==> config.mk <==
export PLATFORM = sky130hd
export DESIGN_NAME = http_request_head_tokenizer
export DESIGN_NICKNAME = d
export VERILOG_FILES = /design/src/hrht_pkg.sv /design/src/http_request_head_tokenizer.sv
export SDC_FILE = /design/constraint.sdc
export NUM_CORES = 1
export LEC_CHECK = 0
export BUFFER_PORTS_ARGS = -buffer_cell sky130_fd_sc_hd__buf_2
export CAP_MARGIN = 20
export CORE_MARGIN = 1
export CORE_UTILIZATION = 64
export CTS_BUF_LIST = sky130_fd_sc_hd__clkbuf_4
export DETAILED_ROUTE_END_ITERATION = 10
export PLACE_DENSITY = 0.88
export SLEW_MARGIN = 0
export SYNTH_ARGS = -nofsm -noshare
export SYNTH_HDL_FRONTEND = slang
export SYNTH_SLANG_ARGS = --single-unit
==> constraint.sdc <==
create_clock -name clk -period 8.9 [get_ports clk]
set_input_delay 1.335 -clock clk [delete_from_list [all_inputs] [get_ports clk]]
set_output_delay 1.335 -clock clk [all_outputs]
set_load 0.01 [all_outputs]
==> src/hrht_pkg.sv <==
// ----------------------------------------------------------------------------
// hrht_pkg
// Types and constants for the HTTP request head tokenizer.
// ----------------------------------------------------------------------------
package hrht_pkg;

  localparam int COUNT_BITS = 16;

  localparam logic [7:0] CH_SP    = 8'h20;
  localparam logic [7:0] CH_TAB   = 8'h09;
  localparam logic [7:0] CH_COLON = 8'h3A;
  localparam logic [7:0] CH_CR    = 8'h0D;
  localparam logic [7:0] CH_LF    = 8'h0A;

  localparam logic [3:0] PH_METHOD     = 4'd0;
  localparam logic [3:0] PH_METHOD_SP  = 4'd1;
  localparam logic [3:0] PH_URL        = 4'd2;
  localparam logic [3:0] PH_URL_SP     = 4'd3;
  localparam logic [3:0] PH_VERSION    = 4'd4;
  localparam logic [3:0] PH_SL_CR      = 4'd5;
  localparam logic [3:0] PH_LINE_START = 4'd6;
  localparam logic [3:0] PH_EMPTY_CR   = 4'd7;
  localparam logic [3:0] PH_NAME       = 4'd8;
  localparam logic [3:0] PH_NAME_SP    = 4'd9;
  localparam logic [3:0] PH_VALUE      = 4'd10;
  localparam logic [3:0] PH_HDR_CR     = 4'd11;
  localparam logic [3:0] PH_DONE       = 4'd12;
  localparam logic [3:0] PH_ERROR      = 4'd13;

  localparam logic [2:0] K_NONE    = 3'd0;
  localparam logic [2:0] K_METHOD  = 3'd1;
  localparam logic [2:0] K_URL     = 3'd2;
  localparam logic [2:0] K_VERSION = 3'd3;
  localparam logic [2:0] K_NAME    = 3'd4;
  localparam logic [2:0] K_VALUE   = 3'd5;

  localparam logic [2:0] EV_NONE       = 3'd0;
  localparam logic [2:0] EV_METHOD_END = 3'd1;
  localparam logic [2:0] EV_URL_END    = 3'd2;
  localparam logic [2:0] EV_LINE_DONE  = 3'd3;
  localparam logic [2:0] EV_PAIR_DONE  = 3'd4;
  localparam logic [2:0] EV_HEAD_DONE  = 3'd5;
  localparam logic [2:0] EV_ERROR      = 3'd6;
  localparam logic [2:0] EV_DISCARD    = 3'd7;

  typedef struct packed {
    logic [7:0] data_byte;
    logic       restart;
    logic       chunk_last;
  } tok_in_t;

  typedef struct packed {
    logic [2:0]  byte_kind;
    logic [7:0]  out_byte;
    logic [2:0]  event_res;
    logic [15:0] consumed;
  } tok_out_t;

endpackage

==> src/http_request_head_tokenizer.sv <==
// An accepted request's result is registered; throughput is one byte per cycle
// when the output is not stalled. The phase and byte count registers close the loop.
// The output register is refilled in the same cycle it is drained.
// Reset (rst, synchronous): phase to method, byte count to zero, output empty.
// ----------------------------------------------------------------------------
// http_request_head_tokenizer
// Byte-serial HTTP request head tokenizer with field tagging and byte count.
// ----------------------------------------------------------------------------
module http_request_head_tokenizer (
  input  logic              clk,
  input  logic              rst,
  input  logic              in_valid,
  output logic              in_stall,
  input  hrht_pkg::tok_in_t in_data,
  output logic              out_valid,
  input  logic              out_stall,
  output hrht_pkg::tok_out_t out_data
);
  import hrht_pkg::*;

  localparam logic [COUNT_BITS-1:0] CNT_MAX = {COUNT_BITS{1'b1}};
  localparam logic [COUNT_BITS:0]   OUT_MAX = (COUNT_BITS+1)'(16'hFFFF);

  logic [3:0]            parse_phase, parse_phase_next;
  logic [COUNT_BITS-1:0] chunk_count, chunk_count_next;
  logic [3:0]            ph;
  logic [COUNT_BITS-1:0] cnt, cnt_upd;
  logic [7:0]            c;
  logic                  blank, used, accept;
  logic [2:0]            kind, ev;
  tok_out_t              res_next;

  assign in_stall = out_valid & out_stall;
  assign accept   = in_valid & ~in_stall;

  assign c     = in_data.data_byte;
  assign blank = c inside {CH_SP, CH_TAB};
  assign ph    = in_data.restart ? PH_METHOD : parse_phase;
  assign cnt   = in_data.restart ? '0 : chunk_count;

  always_comb begin
    parse_phase_next = ph;
    kind = K_NONE;
    ev   = EV_NONE;
    used = 1'b1;
    case (ph)
      PH_METHOD: begin
        if (blank) begin
          parse_phase_next = PH_METHOD_SP;
          ev = EV_METHOD_END;
        end else kind = K_METHOD;
      end
      PH_METHOD_SP: begin
        if (!blank) begin
          kind = K_URL;
          parse_phase_next = PH_URL;
        end
      end
      PH_URL: begin
        if (blank) begin
          parse_phase_next = PH_URL_SP;
          ev = EV_URL_END;
        end else kind = K_URL;
      end
      PH_URL_SP: begin
        if (!blank) begin
          kind = K_VERSION;
          parse_phase_next = PH_VERSION;
        end
      end
      PH_VERSION: begin
        if (c == CH_CR) parse_phase_next = PH_SL_CR;
        else kind = K_VERSION;
      end
      PH_SL_CR: begin
        if (c == CH_LF) begin
          parse_phase_next = PH_LINE_START;
          ev = EV_LINE_DONE;
        end else begin
          parse_phase_next = PH_ERROR;
          ev = EV_ERROR;
        end
      end
      PH_LINE_START: begin
        if (c == CH_CR) parse_phase_next = PH_EMPTY_CR;
        else begin
          kind = K_NAME;
          parse_phase_next = PH_NAME;
        end
      end
      PH_EMPTY_CR: begin
        if (c == CH_LF) begin
          parse_phase_next = PH_DONE;
          ev = EV_HEAD_DONE;
        end else begin
          parse_phase_next = PH_ERROR;
          ev = EV_ERROR;
        end
      end
      PH_NAME: begin
        if (c == CH_COLON) parse_phase_next = PH_NAME_SP;
        else kind = K_NAME;
      end
      PH_NAME_SP: begin
        if (c == CH_CR) parse_phase_next = PH_HDR_CR;
        else if (!blank) begin
          kind = K_VALUE;
          parse_phase_next = PH_VALUE;
        end
      end
      PH_VALUE: begin
        if (c == CH_CR) parse_phase_next = PH_HDR_CR;
        else kind = K_VALUE;
      end
      PH_HDR_CR: begin
        if (c == CH_LF) begin
          parse_phase_next = PH_LINE_START;
          ev = EV_PAIR_DONE;
        end else begin
          parse_phase_next = PH_ERROR;
          ev = EV_ERROR;
        end
      end
      default: begin
        // done, error and unused codes: swallow the byte
        used = 1'b0;
        ev   = EV_DISCARD;
      end
    endcase
  end

  assign cnt_upd = (used && cnt != CNT_MAX) ? cnt + 1'b1 : cnt;
  assign chunk_count_next = in_data.chunk_last ? '0 : cnt_upd;

  always_comb begin
    res_next.byte_kind = kind;
    if (kind == K_NONE) res_next.out_byte = 8'h00;
    else if (kind == K_NAME && c >= 8'h41 && c <= 8'h5A) res_next.out_byte = c + 8'h20;
    else res_next.out_byte = c;
    res_next.event_res = ev;
    if (ev == EV_HEAD_DONE || in_data.chunk_last) begin
      if ((COUNT_BITS+1)'(cnt_upd) > OUT_MAX) res_next.consumed = 16'hFFFF;
      else res_next.consumed = 16'(cnt_upd);
    end else res_next.consumed = 16'h0000;
  end

  always_ff @(posedge clk) begin
    if (rst) begin
      parse_phase <= PH_METHOD;
      chunk_count <= '0;
      out_valid   <= 1'b0;
    end else begin
      if (accept) begin
        parse_phase <= parse_phase_next;
        chunk_count <= chunk_count_next;
        out_valid   <= 1'b1;
      end else if (!out_stall) begin
        out_valid <= 1'b0;
      end
    end
  end

  always_ff @(posedge clk) begin
    if (accept) out_data <= res_next;
  end

`ifndef SYNTHESIS
  a_rst_empty: assert property (@(posedge clk) rst |=> !out_valid)
    else $error("output register not empty after reset");
  a_discard_kind: assert property (@(posedge clk) disable iff (rst)
    out_valid && out_data.event_res == EV_DISCARD |-> out_data.byte_kind == K_NONE)
    else $error("discarded request tagged as content");
  a_sep_zero: assert property (@(posedge clk) disable iff (rst)
    out_valid && out_data.byte_kind == K_NONE |-> out_data.out_byte == 8'h00)
    else $error("separator request carries a byte");
  a_done_sticky: assert property (@(posedge clk) disable iff (rst)
    parse_phase == PH_DONE && !(accept && in_data.restart) |=> parse_phase == PH_DONE)
    else $error("parser left done without restart");
`endif

endmodule

==> flow_summary.toml <==
[outcome]
outcome = "finished, violations left"
violations = "DRC"

[cts]
postCtsHoldBufs = 0
cts.htree.levels = 2
clock_sinks = 51
cts_tree = "yes"
clkLatencyLatePin_ps = 370
clk_path_buf_depth = 2
cts-root-buf = "clkbuf_4"
cts_buffers = 5
cts_resized = 0
cts_setup_buffers = 0
clkTransAtPathRegs_ps = 150

[grt]
grt_pass1_wl_um = 11100
grt_pass1_vias = 2401
grt_overflow = 0
track_usage_pct = 27.8
antenna_found_initial = 0
use_met3_pct = 5.27
met2_usage_pct = 42.1
grt_busiest_layer = "met2"
use_met1_pct = 40.5
grt_max_degree = 45

[logic_synthesis]
postSynth.asyncResetShare_pct = 0
syn_nets = 349
synth_warnings = 0
netlist_area_mm2 = 0.00303
yosys.area.top_type = "edfxtp_1"
syn_area_per_cell_um2 = 9.09
ys_seq_area_share_pct = 43.7
synthCells = 333
synth.distinct_cells = 57
synth-edff-count = 30
synth_area_leaders = "edfxtp_1 (30%), dfxtp_1 (14%), nor2_1 (4.6%), o21ai_0 (4.0%), xnor2_1 (3.5%)"
ys_ff_latch = 51
synth_top_flop_cell = "edfxtp_1"
yosysMostFrequentCell = "nor2_1"
synth_commonest_cells = "nor2_1 (37), edfxtp_1 (30), o21ai_0 (24)"
yosysTopAreaCellShare_pct = 29.8

[finish]
drive_gt1_share_pct = 17.4
antennaDiodeCount = 0
synthToLayoutAreaGrowth_pct = 10.0
finish.instance_area_mm2 = 0.00333
final_net_count = 389

[pwr]
total_power_uw = 440
pwr-share-seq_pct = 61.1
comb_power_share_pct = 14.6
p_clk_share_pct = 24.4
power.density_mw_per_mm2 = 132
p_int_uw = 319
switching_power_uw = 121
leakage_nw = 1.22
vdd_drop_max_v = 0.0000729
swShare_pct = 27.5

[detailed_routing]
route.detailed.drc = 10
via_per_inst = 6.40
drtIter0Drc = 234
drt-total-wl_um = 6520
ant_nets = 0
wl_per_cell_um = 15.3
dr.pass1.iters = 8
num_vias = 2727

[run]
maxCapViolations = 0

[sta]
slew_viol_final = 0
setup_viol = 0
final.min_clock_period_ps = 3640
slew_headroom_pct = 53.3
finalHoldViolations = 0
timing.fmax_ghz = 0.274
fin_setup_tns_ps = 0
worst_pin_slew_ps = 700
fin_crit_sh_pct = 41.0
clock-skew-final_ps = 11.9
rsz0062_at_grt = "no"

[setup_path]
required_ps = 9030
worstSetupEndpointType = "flip-flop"
crit_family = "buffers and inverters"
crit_path_start_kind = "input port"
cpMaxStageDelayCell = "buf_2"
max_stage_delay_ps = 540
crit_chain = "buf_2 > nor2b_1 > ha_1 > and4b_1 > a41oi_1 > buf_4 > and4_1 > xor2_1 > nor2_1"
cp.arrival_ps = 3770
crit_type = "input port to flip-flop"
critical_path_buf_inv_count = 2
crit_fanout = 44

[floorplanning]
rows = 24
io-pin-count = 46
die_area_mm2 = 0.00501
initial_core_util_pct = 68.1
fp.dieW_um = 70.8
fp.coreArea_mm2 = 0.00444
fp.dieH_um = 70.8

[placement]
place_area_mm2 = 0.00327
dp_hpwl_um = 4500
io_buffer_count = 45
gp_congestion = 0.930

[worst_hold_path]
hold_path_class = "flip-flop to flip-flop"
-- flip-flops by register name, summed over array words and instances, names as in the netlist --
register and flops:
out_data 30, out_valid 1, chunk_count 16, parse_phase 4
-- through the flow --
stage               cells  util (%)  hold WS [ps]  worst slack, ps
floorplan             333         -           438             5050
global placement      418      73.6           459             4960
CTS                   426      74.9           485             5310
finish                426      74.9           489             5260
global route          426      74.9           495             5020
detailed placement    418      73.6           464             4910
-- worst reg2reg max path: stages (launching register included) --
cell and delay [ps]:
dfxtp_1 400, nor2b_1 250, ha_1 230, and4b_1 230, and4_1 250, nor2b_1 520, nand3_1 230, xor2_1 170
nor3_1 60
-- power groups by stage --
stage / combinational [mW] / clock (mW) / sequential (mW)
global route: 0.0708 / 0.115 / 0.270
detailed placement: 0.0631 / 0 / 0.274
global placement: 0.0620 / 0 / 0.273
floorplan: 0.0397 / 0 / 0.275
finish: 0.0640 / 0.107 / 0.268
CTS: 0.0635 / 0.107 / 0.268
-- layer usage --
metal,routed length (µm),vias up
met4,94,0
met5,0,-
met1,2950,1244
met3,484,11
met2,2990,142
li1,-,1330
-- path summary, 6_finish.rpt --
kind	start	end	slack (ps)	cells past startpoint
max	in_data[1]	out_data[3]	5260	9
min	chunk_count[12]	chunk_count[12]	490	2
max reg2reg	chunk_count[0]	out_data[8]	6320	8
min reg2reg	chunk_count[12]	chunk_count[12]	490	2
-- layout make-up --
class | instances | area, µm²
Multi-Input combinational cell | 260 | 1610
Sequential cell | 51 | 1320
Fill cell | 324 | 1110
Timing Repair Buffer | 48 | 248
Tap cell | 52 | 65.1
Clock buffer | 6 | 45.0
Inverter | 7 | 26.3
Clock inverter | 2 | 12.5
-- kinds of logic (layout without fill, tap and decap cells) --
group	after synthesis	after routing	share of synthesized area, %
DFF	51	51	43.7
and+or+nand+nor	160	160	29.6
AOI/OAI and AO/OA	81	81	17.9
buffers and inverters	22	63	3.06
xor gates and xnor gates	15	15	4.34
adders and majority gates	2	2	0.827
muxes	2	2	0.661
-- cells in the final DEF (no fill, tap or decap), drive strengths merged, types with 2 or more instances in the layout --
cell type  instances
o21ai             24
and4               5
nand4bb            2
nand4              3
clkbuf             6
and2               5
o22ai              4
ha                 2
nor2b             15
nand2b            14
or4                6
or3                4
and3b              3
a211oi             4
and4b              2
inv                8
nor3              10
o211ai             3
dfxtp             21
edfxtp            30
a21oi             18
a21o               5
a32o               4
or2                3
nand3b             3
buf               48
xnor2             12
nor4               7
nor2              38
mux2i              2
nand2             21
xor2               3
a31oi              4
o32ai              4
nand3             10
and3               6
Power figures use the tool's default switching activity.
